File: config.mk
export PLATFORM = sky130hd
export DESIGN_NAME = stack_arena_allocator
export DESIGN_NICKNAME = d
export VERILOG_FILES = /design/src/saa_pkg.sv /design/src/saa_ram.sv /design/src/saa_calc.sv /design/src/stack_arena_allocator.sv
export SDC_FILE = /design/constraint.sdc
export NUM_CORES = 2
export LEC_CHECK = 0
export BUFFER_PORTS_ARGS = -buffer_cell sky130_fd_sc_hd__buf_2
export CAP_MARGIN = 20
export CORE_MARGIN = 5
export CORE_UTILIZATION = 39
export DETAILED_ROUTE_END_ITERATION = 7
export MAX_ROUTING_LAYER = met4
export PLACE_DENSITY = 0.54
export SLEW_MARGIN = 20
export SYNTH_ARGS = -nofsm -noshare
export SYNTH_HDL_FRONTEND = slang
export SYNTH_SLANG_ARGS = --single-unit
export TNS_END_PERCENT = 5
File: constraint.sdc
create_clock -name clk -period 13.83 [get_ports clk]
set_input_delay 2.0745 -clock clk [delete_from_list [all_inputs] [get_ports clk]]
set_output_delay 2.0745 -clock clk [all_outputs]
set_load 0.02 [all_outputs]
File: src/saa_pkg.sv
package saa_pkg;

	localparam int ARENA_BYTES_DEF  = 65536;
	localparam int MAX_BLOCKS_DEF   = 64;
	localparam int HEADER_BYTES_DEF = 8;

	localparam int HANDLE_W = 16;
	localparam int SIZE_W   = 17;
	localparam int ALIGN_W  = 4;
	localparam int PAD_W    = 13;
	localparam int ENTRY_W  = SIZE_W + PAD_W;

	localparam logic [ALIGN_W-1:0] MAX_ALIGN_LOG2 = 4'd12;
	localparam logic [SIZE_W-1:0]  LIMIT_RESET    = 17'h10000;
	localparam int                 LIMIT_MAX      = 131071;

	typedef enum logic [1:0] {
		CMD_ALLOC   = 2'd0,
		CMD_REALLOC = 2'd1,
		CMD_FREE    = 2'd2,
		CMD_CLEAR   = 2'd3
	} cmd_t;

	typedef enum logic [1:0] {
		ST_OK      = 2'd0,
		ST_NOSPACE = 2'd1,
		ST_IGNORED = 2'd2,
		ST_RANGE   = 2'd3
	} status_t;

	typedef enum logic {
		S_IDLE = 1'b0,
		S_EXEC = 1'b1
	} fsm_t;

	typedef struct packed {
		cmd_t                command;
		logic                has_handle;
		logic [HANDLE_W-1:0] handle;
		logic [SIZE_W-1:0]   size;
		logic [ALIGN_W-1:0]  alignment_log2;
	} req_t;

	typedef struct packed {
		logic [HANDLE_W-1:0] handle;
		status_t             status;
		logic                must_copy;
		logic [SIZE_W-1:0]   used;
	} res_t;

	typedef struct packed {
		logic [SIZE_W-1:0]  top;
		logic [SIZE_W-1:0]  last;
		logic               wr_en;
		logic [ENTRY_W-1:0] wr_entry;
		res_t               res;
	} upd_t;

endpackage

File: src/saa_ram.sv
module saa_ram #(
	parameter int WIDTH  = 30,
	parameter int DEPTH  = 64,
	parameter int ADDR_W = $clog2(DEPTH)
) (
	input  logic              clk,
	input  logic              we,
	input  logic [ADDR_W-1:0] waddr,
	input  logic [WIDTH-1:0]  wdata,
	input  logic [ADDR_W-1:0] raddr,
	output logic [WIDTH-1:0]  rdata
);

	logic [WIDTH-1:0] mem [DEPTH];

	always_ff @(posedge clk) begin
		if (we) begin
			mem[waddr] <= wdata;
		end
		rdata <= mem[raddr];
	end

endmodule

File: src/saa_calc.sv
module saa_calc import saa_pkg::*; #(
	parameter int MAX_BLOCKS   = MAX_BLOCKS_DEF,
	parameter int HEADER_BYTES = HEADER_BYTES_DEF,
	parameter int DEPTH_W      = $clog2(MAX_BLOCKS + 1)
) (
	input  req_t               req,
	input  logic [SIZE_W-1:0]  eff_limit,
	input  logic [SIZE_W-1:0]  top,
	input  logic [SIZE_W-1:0]  last,
	input  logic [DEPTH_W-1:0] depth,
	input  logic [ENTRY_W-1:0] top_entry,
	output upd_t               upd,
	output logic [DEPTH_W-1:0] depth_nxt
);

	localparam logic [13:0]        HDR  = 14'(HEADER_BYTES);
	localparam logic [DEPTH_W-1:0] FULL = DEPTH_W'(MAX_BLOCKS);

	logic [13:0]       amask, pad0, need, padx, pad;
	logic [SIZE_W:0]   s, s_end, h_end, top_start;
	logic [SIZE_W-1:0] top_diff, top_pad;
	logic              bad_align, full, nospace, is_top, in_range;
	logic              do_alloc, do_pop, do_push, do_clear, do_resize;
	status_t           st, alloc_st;

	// Header-aware padding: round up to the alignment, then add whole
	// alignment steps until the header fits.
	always_comb begin
		amask     = ~(14'h3FFF << req.alignment_log2);
		pad0      = (14'd0 - top[13:0]) & amask;
		need      = HDR - pad0;
		padx      = pad0 + ((need + amask) & ~amask);
		pad       = (pad0 < HDR) ? padx : pad0;
		s         = {1'b0, top} + 18'(pad);
		s_end     = s + {1'b0, req.size};
		bad_align = req.alignment_log2 > MAX_ALIGN_LOG2;
		full      = depth >= FULL;
		nospace   = full || (s > 18'h0FFFF) || (s_end > {1'b0, eff_limit});
		alloc_st  = bad_align ? ST_RANGE : (nospace ? ST_NOSPACE : ST_OK);
	end

	always_comb begin
		top_pad   = {4'd0, top_entry[ENTRY_W-1:SIZE_W]};
		top_diff  = top_entry[SIZE_W-1:0];
		top_start = {1'b0, last} + {1'b0, top_pad};
		is_top    = (depth != '0) && ({2'b00, req.handle} == top_start);
		in_range  = {1'b0, req.handle} < eff_limit;
		h_end     = {2'b00, req.handle} + {1'b0, req.size};
	end

	always_comb begin
		st        = ST_OK;
		do_alloc  = 1'b0;
		do_pop    = 1'b0;
		do_clear  = 1'b0;
		do_resize = 1'b0;
		case (req.command)
			CMD_ALLOC: begin
				do_alloc = 1'b1;
			end
			CMD_REALLOC: begin
				if (!req.has_handle) begin
					do_alloc = 1'b1;
				end else if (!in_range) begin
					st = ST_RANGE;
				end else if (req.size == '0) begin
					if (is_top) do_pop = 1'b1;
					else st = ST_IGNORED;
				end else if (is_top) begin
					if (h_end > {1'b0, eff_limit}) st = ST_NOSPACE;
					else do_resize = 1'b1;
				end else begin
					do_alloc = 1'b1;
				end
			end
			CMD_FREE: begin
				if (req.has_handle) begin
					if (!in_range) st = ST_RANGE;
					else if (is_top) do_pop = 1'b1;
					else st = ST_IGNORED;
				end
			end
			CMD_CLEAR: begin
				do_clear = 1'b1;
			end
			default: begin
				st = ST_OK;
			end
		endcase
		if (do_alloc) begin
			st = alloc_st;
		end
		do_push = do_alloc && (alloc_st == ST_OK);
	end

	always_comb begin
		upd.top      = top;
		upd.last     = last;
		depth_nxt    = depth;
		upd.wr_en    = do_push;
		upd.wr_entry = {pad[PAD_W-1:0], top - last};
		upd.res.handle    = '0;
		upd.res.must_copy = 1'b0;
		if (do_clear) begin
			upd.top   = '0;
			upd.last  = '0;
			depth_nxt = '0;
		end else if (do_pop) begin
			upd.top   = last;
			upd.last  = last - top_diff;
			depth_nxt = depth - 1'b1;
		end else if (do_resize) begin
			upd.top        = h_end[SIZE_W-1:0];
			upd.res.handle = req.handle;
		end else if (do_push) begin
			upd.top           = s_end[SIZE_W-1:0];
			upd.last          = top;
			depth_nxt         = depth + 1'b1;
			upd.res.handle    = s[HANDLE_W-1:0];
			upd.res.must_copy = (req.command == CMD_REALLOC) && req.has_handle;
		end
		upd.res.status = st;
		upd.res.used   = upd.top;
	end

endmodule

File: src/stack_arena_allocator.sv
// done is registered from the execute state: it pulses once the request has passed state_q and done_q.
// No new request is taken while busy: the top entry is read in the accept cycle
// and a pushed entry is written in the execute cycle.
// busy is high for the one execute cycle; results cannot be held off.
// Reset (arst_n low) empties the stack and sets arena_limit to 65536;
// the header memory is not cleared and needs no clearing pass.
module stack_arena_allocator import saa_pkg::*; #(
	parameter int ARENA_BYTES  = ARENA_BYTES_DEF,
	parameter int MAX_BLOCKS   = MAX_BLOCKS_DEF,
	parameter int HEADER_BYTES = HEADER_BYTES_DEF
) (
	input  logic                clk,
	input  logic                arst_n,
	input  logic                psel,
	input  logic                penable,
	input  logic                pwrite,
	input  logic [2:0]          paddr,
	input  logic [31:0]         pwdata,
	output logic [31:0]         prdata,
	output logic                pready,
	input  logic                start,
	output logic                busy,
	input  logic [1:0]          command,
	input  logic                has_handle,
	input  logic [HANDLE_W-1:0] handle,
	input  logic [SIZE_W-1:0]   size,
	input  logic [ALIGN_W-1:0]  alignment_log2,
	output logic                done,
	output logic [HANDLE_W-1:0] result_handle,
	output logic [1:0]          status,
	output logic                must_copy,
	output logic [SIZE_W-1:0]   used_bytes
);

	localparam int                DEPTH_W = $clog2(MAX_BLOCKS + 1);
	localparam int                ADDR_W  = $clog2(MAX_BLOCKS);
	localparam int                CAP_I   = (ARENA_BYTES > LIMIT_MAX) ? LIMIT_MAX : ARENA_BYTES;
	localparam logic [SIZE_W-1:0] CAP     = SIZE_W'(CAP_I);

	fsm_t               state_q, state_nxt;
	logic               accept, exec;
	req_t               req_q;
	logic [SIZE_W-1:0]  limit_q, eff_limit;
	logic [SIZE_W-1:0]  top_q, last_q;
	logic [DEPTH_W-1:0] depth_q, depth_nxt, depth_m1;
	logic [ENTRY_W-1:0] top_entry;
	upd_t               upd;
	res_t               res_q;
	logic               done_q;

	// Config port
	assign pready    = 1'b1;
	assign prdata    = (paddr[2] == 1'b0) ? {15'd0, limit_q} : 32'd0;
	assign eff_limit = (limit_q < CAP) ? limit_q : CAP;

	always_ff @(posedge clk or negedge arst_n) begin
		if (!arst_n) begin
			limit_q <= LIMIT_RESET;
		end else if (psel && penable && pwrite && pready && (paddr[2] == 1'b0)) begin
			limit_q <= pwdata[SIZE_W-1:0];
		end
	end

	// Sequencer
	assign accept = start && !busy;

	always_comb begin
		state_nxt = state_q;
		case (state_q)
			S_IDLE: begin
				if (start) state_nxt = S_EXEC;
			end
			S_EXEC: begin
				state_nxt = S_IDLE;
			end
			default: begin
				state_nxt = S_IDLE;
			end
		endcase
	end

	always_comb begin
		busy = 1'b0;
		exec = 1'b0;
		case (state_q)
			S_IDLE: begin
				busy = 1'b0;
			end
			S_EXEC: begin
				busy = 1'b1;
				exec = 1'b1;
			end
			default: begin
				busy = 1'b0;
			end
		endcase
	end

	always_ff @(posedge clk or negedge arst_n) begin
		if (!arst_n) begin
			state_q <= S_IDLE;
		end else begin
			state_q <= state_nxt;
		end
	end

	always_ff @(posedge clk) begin
		if (accept) begin
			req_q.command        <= cmd_t'(command);
			req_q.has_handle     <= has_handle;
			req_q.handle         <= handle;
			req_q.size           <= size;
			req_q.alignment_log2 <= alignment_log2;
		end
	end

	// Header stack: read the top entry while idle, push in the execute cycle
	assign depth_m1 = depth_q - 1'b1;

	saa_ram #(
		.WIDTH  (ENTRY_W),
		.DEPTH  (MAX_BLOCKS),
		.ADDR_W (ADDR_W)
	) u_hdr_ram (
		.clk   (clk),
		.we    (exec && upd.wr_en),
		.waddr (depth_q[ADDR_W-1:0]),
		.wdata (upd.wr_entry),
		.raddr (depth_m1[ADDR_W-1:0]),
		.rdata (top_entry)
	);

	saa_calc #(
		.MAX_BLOCKS   (MAX_BLOCKS),
		.HEADER_BYTES (HEADER_BYTES),
		.DEPTH_W      (DEPTH_W)
	) u_calc (
		.req       (req_q),
		.eff_limit (eff_limit),
		.top       (top_q),
		.last      (last_q),
		.depth     (depth_q),
		.top_entry (top_entry),
		.upd       (upd),
		.depth_nxt (depth_nxt)
	);

	always_ff @(posedge clk or negedge arst_n) begin
		if (!arst_n) begin
			top_q   <= '0;
			last_q  <= '0;
			depth_q <= '0;
			done_q  <= 1'b0;
		end else begin
			done_q <= exec;
			if (exec) begin
				top_q   <= upd.top;
				last_q  <= upd.last;
				depth_q <= depth_nxt;
			end
		end
	end

	always_ff @(posedge clk) begin
		if (exec) begin
			res_q <= upd.res;
		end
	end

	assign done          = done_q;
	assign result_handle = res_q.handle;
	assign status        = res_q.status;
	assign must_copy     = res_q.must_copy;
	assign used_bytes    = res_q.used;

endmodule

=== Yosys cells after proc, flatten, opt, wreduce, memory -nomap -nowiden ===
Memory sizes are Yosys's and may differ from the RTL's. A register that Yosys moved wholly into a read port is not among the register bits.
Cells that the tools add are included.
W data, S select, Z words.

* Register bits: 136
* RAM bits: 1920
* Input bits: 81
* Output and inout bits: 71
* Memories kept: 1

{| class="wikitable"
|+ Memory list
! name !! depth !! width !! read ports !! clocked after Yosys merged registers in !! wr ports !! RTL line !! source
|-
| u_hdr_ram.mem || 64 || 30 || 1 || 1 || 1 || saa_ram.sv:14 || <nowiki>logic [WIDTH-1:0] mem [DEPTH];</nowiki>
|}

* Add/subtract/negate cells: 12
* Order comparisons: 8
* Equal/unequal tests: 5
* Shifts and indexed selects: 1
* Multiplexer cells: 51
* Bitwise operators: 7
* Reduce and logical (&&, ||, !) cells: 19

{| class="wikitable"
|+ Operators by type and width
! kind !! number
|-
| $mux W34 || 3
|-
| $mux W17 || 4
|-
| $gt A18 B17 Y1 || 2
|-
| $sub A17 B17 Y17 || 2
|-
| $mux W16 || 2
|-
| $add A14 B14 Y14 || 2
|-
| $and A14 B14 Y14 || 2
|-
| $mux W7 || 4
|-
| $not A14 Y14 || 2
|-
| $mux W1 || 23
|-
| $add A16 B17 Y18 || 1
|-
| $add A17 B13 Y18 || 1
|-
| $add A17 B14 Y18 || 1
|-
| $add A18 B17 Y18 || 1
|-
| $eq A16 B18 Y1 || 1
|-
| $gt A18 B16 Y1 const B || 1
|-
| $mux W2 || 9
|-
| $logic_not A17 Y1 || 1
|-
| $lt A16 B17 Y1 || 1
|-
| $lt A17 B17 Y1 const B || 1
|-
| $lt A14 B4 Y1 const B || 1
|-
| $mux W14 || 1
|-
| $shl A14 B4 Y14 const A || 1
|-
| $sub A1 B14 Y14 const A || 1
|-
| other kinds (20) || 35
|}

=== Longest topological paths before layout ===
* Depth in word-level cells: 20
* Mapped depth: 49
* Depth with buffers taken out: 45

=== By module ===
Synthesis repeated with hierarchy kept, for this count alone.

* Cell total of the unflattened synthesis: 4982
* Area total of the unflattened synthesis: 88635.0 um^2

{| class="wikitable"
|+ By module, submodules not included
! module !! instances !! cells each !! area an instance (um^2)
|-
| saa_ram || 1 || 3309 || 73968.4
|-
| saa_calc || 1 || 1403 || 9690.5
|-
| stack_arena_allocator || 1 || 270 || 4976.0
|}

=== Least setup slack after synthesis ===
No wires, ideal clock.

* Path type: register -> register
* Start point: register top_q[2]
* End point: memory u_hdr_ram.mem[10][0], enable pin
* Data arrival time: 12116 ps
* Data required time: 13413 ps
* Slack: 1297 ps
* Cell stages (with the launch flop): 43
* Buffers on the path: 4
* Cell sequence: dfrtp_1 buf_6 or4_1 buf_2 or2_1 a21oi_1 inv_1 ha_1 o41ai_1 xnor2_1 nor2_1 ha_1 nand2b_1 o21bai_1 a21oi_1 o21bai_1 a31oi_1 xor2_1 [7 not listed] ha_1 nand2_1 nand2b_1 a22o_1 nor2_1 xnor2_1 ha_1 a21o_1 a21o_1 o21ai_0 nor4bb_1 a21oi_1 a41o_1 nor2_4 buf_6 buf_2 nand3_1 nor2_1

* Longest elaborated chain between the ends: 18

{| class="wikitable"
|+ Ends and longest elaborated chain
! element !! RTL line !! source
|-
| start: declaration || stack_arena_allocator.sv:44 || <nowiki>logic [SIZE_W-1:0] top_q, last_q;</nowiki>
|-
| start signal: assignment || stack_arena_allocator.sv:157 || <nowiki>top_q <= upd.top;</nowiki>
|-
| $sub A1 B14 Y14 * || saa_calc.sv:30 || <nowiki>pad0 = (14'd0 - top[13:0]) & amask;</nowiki>
|-
| $and A14 B14 Y14 * || saa_calc.sv:30 ||
|-
| $sub A4 B14 Y14 || saa_calc.sv:31 || <nowiki>need = HDR - pad0;</nowiki>
|-
| $add A14 B14 Y14 || saa_calc.sv:32 || <nowiki>padx = pad0 + ((need + amask) & ~amask);</nowiki>
|-
| $and A14 B14 Y14 || saa_calc.sv:32 ||
|-
| $add A14 B14 Y14 || saa_calc.sv:32 ||
|-
| $mux W14 * || saa_calc.sv:33 || <nowiki>pad = (pad0 < HDR) ? padx : pad0;</nowiki>
|-
| named net u_calc.pad[11] || saa_calc.sv:19 || <nowiki>logic [13:0] amask, pad0, need, padx, pad;</nowiki>
|-
| [3 not listed] || n/a ||
|-
| $logic_or A1 B1 Y1 * || saa_calc.sv:38 || <nowiki>nospace = full || (s > 18'h0FFFF) || (s_end > {1'b0, eff_limit});</nowiki>
|-
| $mux W1 * || saa_calc.sv:39 || <nowiki>alloc_st = bad_align ? ST_RANGE : (nospace ? ST_NOSPACE : ST_OK);</nowiki>
|-
| $mux W2 * || saa_calc.sv:39 ||
|-
| $logic_not A2 Y1 * || saa_calc.sv:93 || <nowiki>do_push = do_alloc && (alloc_st == ST_OK);</nowiki>
|-
| $logic_and A1 B1 Y1 * || saa_calc.sv:93 ||
|-
| $logic_and A1 B1 Y1 * || stack_arena_allocator.sv:126 || <nowiki>.we (exec && upd.wr_en),</nowiki>
|-
| $mux W1 * || saa_ram.sv:17 || <nowiki>if (we) begin</nowiki>
|-
| $mux W1 (implied by the code) * || saa_ram.sv:18 || <nowiki>mem[waddr] <= wdata;</nowiki>
|-
| end: declaration || saa_ram.sv:14 ||
|}

Mark *: on every way through the listed nets, which the timed path passes. The rest lies on a longest branch.

=== Worst setup path in the final report ===
* Start point: register top_q[1]
* End point: memory u_hdr_ram.mem[29][3], enable pin

* Longest elaborated chain between the ends: 18

{| class="wikitable"
|+ Ends and longest elaborated chain
! element !! RTL line !! source
|-
| $sub A1 B14 Y14 || saa_calc.sv:30 ||
|-
| $and A14 B14 Y14 || saa_calc.sv:30 ||
|-
| $sub A4 B14 Y14 || saa_calc.sv:31 ||
|-
| $add A14 B14 Y14 || saa_calc.sv:32 ||
|-
| $and A14 B14 Y14 || saa_calc.sv:32 ||
|-
| $add A14 B14 Y14 || saa_calc.sv:32 ||
|-
| $mux W14 || saa_calc.sv:33 ||
|-
| $add A17 B14 Y18 * || saa_calc.sv:34 || <nowiki>s = {1'b0, top} + 18'(pad);</nowiki>
|-
| [2 not listed] || n/a ||
|-
| $logic_or A1 B1 Y1 * || saa_calc.sv:38 ||
|-
| $mux W1 * || saa_calc.sv:39 ||
|-
| $mux W2 * || saa_calc.sv:39 ||
|-
| $logic_not A2 Y1 * || saa_calc.sv:93 ||
|-
| $logic_and A1 B1 Y1 * || saa_calc.sv:93 ||
|-
| $logic_and A1 B1 Y1 * || stack_arena_allocator.sv:126 ||
|-
| $mux W1 * || saa_ram.sv:17 ||
|-
| $mux W1 (implied by the code) * || saa_ram.sv:18 ||
|}

Every way passes the cells marked *; elsewhere a longest branch is shown, timed or not.

==> flow_summary.toml <==
[setup_path]
path_max_fanout = 22
path_common_cell = "ha_1"
start_kind = "register"
r2r_slack_ps = 1690
rr_endpoint = "u_hdr_ram.mem[29][3]$_DFFE_PP_"
cp.required_ps = 14370
cp_top_family = "simple AND/OR/NAND/NOR gates"
slowest_stage = "nor2_4"
crit_path_max_incr_delay_ps = 1090
reg2reg_depth = 37
critPathCaptureType = "register"
cp.arrival_ps = 12680
crit_type = "register to register"
r2r_start = "top_q[1]$_DFFE_PN0P_"
path_buf_inv = 3
crit_cells = 37

[synthesis]
ys_ff_latch = 2086
avgSynthCellArea_um2 = 19.6
yosysTopAreaCell = "edfxtp_1"
synth_cell_types = 87
ys_seq_area_share_pct = 71.0
yosys_warnings = 0
synth_top_cell_area_share_pct = 68.6
synth_edf_count = 1996
synthCells = 4468
syn_area_um2 = 87400
synthFlopType = "edfxtp_1"
synth_area_leaders = "edfxtp_1 69%, mux4_2 16%, ha_1 2.4%, dfrtp_1 1.7%, a21oi_1 0.84%"
async_reset_ff_share_pct = 2.88

[clock_network]
cts_made_buffers = 216
postCtsHoldBufs = 0
clockBufferDepth = 3
clk_pin_slew_ps = 60
clock_sinks = 2086
ctsResizeCount = 0
cts_tree = "yes"
root_buffer = "clkbuf_16"
htreeDepth = 4
clk-insertion-delay-late_ps = 860
cts_setup_buffers = 0

[final_layout]
n_fill_cell = 19008
layout_common_cells = "1,996 x edfxtp_1, 630 x mux4_2, 218 x clkbuf_16, 168 x ha_1, 148 x nand2_1"
multi_input_area_um2 = 24900
layout-drive-gt1-share_pct = 27.3
fin_nets = 4994
area_delta_synth_final_pct = 14.2
mostFrequentLayoutCell = "edfxtp_1"
seqCellArea_um2 = 62000

[sta]
post-route-period-util_pct = 87.8
relSlewSlack_pct = 22.7
setup_tns_ps = 0
period_needed_ps = 12140
skew_ps = 26.5
setup_viol = 0
finalHoldViolations = 0
tightest_slew_ps = 1160
rsz0062_at_grt = "no"
fin_ws_ps = 1690
drv_slew = 0
max_freq_mhz = 82.4

[power]
leakage_nw = 32.3
powerDensity_nw_per_um2 = 230
ir_drop_mv = 0.309

[floorplan]
die_area_um2 = 234000
die-width_um = 483
initial_core_util_pct = 39.3
core_area_um2 = 223000
die_y_um = 483
std_cell_rows = 173
ios = 152

[route]
first_iter_violations = 4502
first_pass_iters = 6
num_vias = 44860
via_per_inst = 5.67
drt-wirelength-per-cell_um = 30.4
remaining_drc_errors = 0
routed_wl_um = 240000
ant_nets = 0

[global_routing]
use_met1_pct = 28.9
top_usage_layer = "met2"
grt_pass1_vias = 45206
grt_antenna_before_repair = 8
grt_usage_pct = 20.9
grt_pass1_wl_um = 342000
use_met3_pct = 2.93
grt_overflow_total = 0
grt_util_met2_pct = 32.8
grt_start_max_net_pins = 146

[place]
place_hpwl_um = 144000
dp_slack_ps = 1820
gp_congestion = 0.898
numPortBuffers = 118

[min_path]
holdPathEnd = "limit_q[6]$_DFFE_PN0P_"
min-delay-start = "limit_q[6]$_DFFE_PN0P_"
holdPathStages = 1
hold_class = "register to register"

[status]
outcome = "complete, no violations"

[flow_run]
maxCapViolCount = 0
-- synthesized netlist by cell type, types with 30 or more instances --
cell type / instances
a21o_1: 54
a21oi_1: 146
buf_1: 31
clkbuf_1: 168
dfrtp_1: 59
dfxtp_1: 30
edfxtp_1: 1996
ha_1: 170
inv_1: 104
mux4_2: 630
nand2_1: 148
nand3_1: 46
nor2_1: 160
nor2b_1: 38
nor3_1: 47
o21ai_0: 92
xnor2_1: 76
xor2_1: 43
-- cells by family after synthesis --
| family | after synthesis | share of synthesized area (%) |
|---|---|---|
| flops | 2086 | 71.0 |
| fa+ha+maj | 176 | 2.57 |
| simple gates | 601 | 3.40 |
| buf+inv | 336 | 1.56 |
| xor+xnor | 120 | 1.22 |
| mux | 671 | 16.7 |
| compound gates | 476 | 3.51 |
| other cells | 2 | 0.00859 |
-- per-stage QoR --
stage | instances | total power, mW | utilization, % | hold slack (ps) | cell area (um2)
floorplan | 4484 | 14.0 | - | 494 | 87500
global placement | 7493 | 17.5 | 41.8 | 510 | 92900
detailed placement | 7493 | 17.5 | 41.8 | 515 | 92900
CTS | 7897 | 23.2 | 44.8 | 528 | 99700
global route | 7902 | 23.9 | 44.8 | 547 | 99800
finish | 7905 | 22.9 | 44.8 | 527 | 99800
-- per-layer routing --
layer	share of wire (%)	wire length (um)
met1	44	106000
met2	48	115000
met3	5.3	12700
met4	2.7	6410
met5	0	0
-- final cells by class --
cell class                      count  area share, %
Inverter                          105          0.399
Multi-Input combinational cell   2062           25.0
Tap cell                         2975           3.73
Sequential cell                  2086           62.2
Clock inverter                    125           1.10
Clock buffer                      279           5.72
Antenna cell                        7         0.0176
Timing Repair Buffer              266           1.89
-- power by group --
group | internal [mW] | total, mW | switching (mW)
Combinational | 3.48 | 9.00 | 5.52
Sequential | 8.11 | 8.28 | 0.165
Clock | 3.19 | 5.64 | 2.45
Total | 14.8 | 22.9 | 8.14
-- sequential cells by signal, summed over array words and instances, names as in the netlist --
signal / cells
result_handle: 16
used_bytes: 17
done: 1
u_hdr_ram.rdata: 30
last_q: 17
depth_q: 7
must_copy: 1
top_q: 17
state_q: 1
status: 2
req_q: 40
limit_q: 17
u_hdr_ram.mem: 1920
-- how the worst max path moves through the flow --
stage,start,end,slack (ps)
global placement,top_q[1]$_DFFE_PN0P_,u_hdr_ram.mem[29][3]$_DFFE_PP_,1920
finish,top_q[1]$_DFFE_PN0P_,u_hdr_ram.mem[29][3]$_DFFE_PP_,1690
CTS,top_q[1]$_DFFE_PN0P_,u_hdr_ram.mem[29][3]$_DFFE_PP_,1720
detailed placement,top_q[1]$_DFFE_PN0P_,u_hdr_ram.mem[29][3]$_DFFE_PP_,1820
floorplan,top_q[2]$_DFFE_PN0P_,u_hdr_ram.mem[10][0]$_DFFE_PP_,1300
global route,top_q[1]$_DFFE_PN0P_,u_hdr_ram.mem[29][3]$_DFFE_PP_,970
No activity file was read; power rests on OpenSTA's default activity.
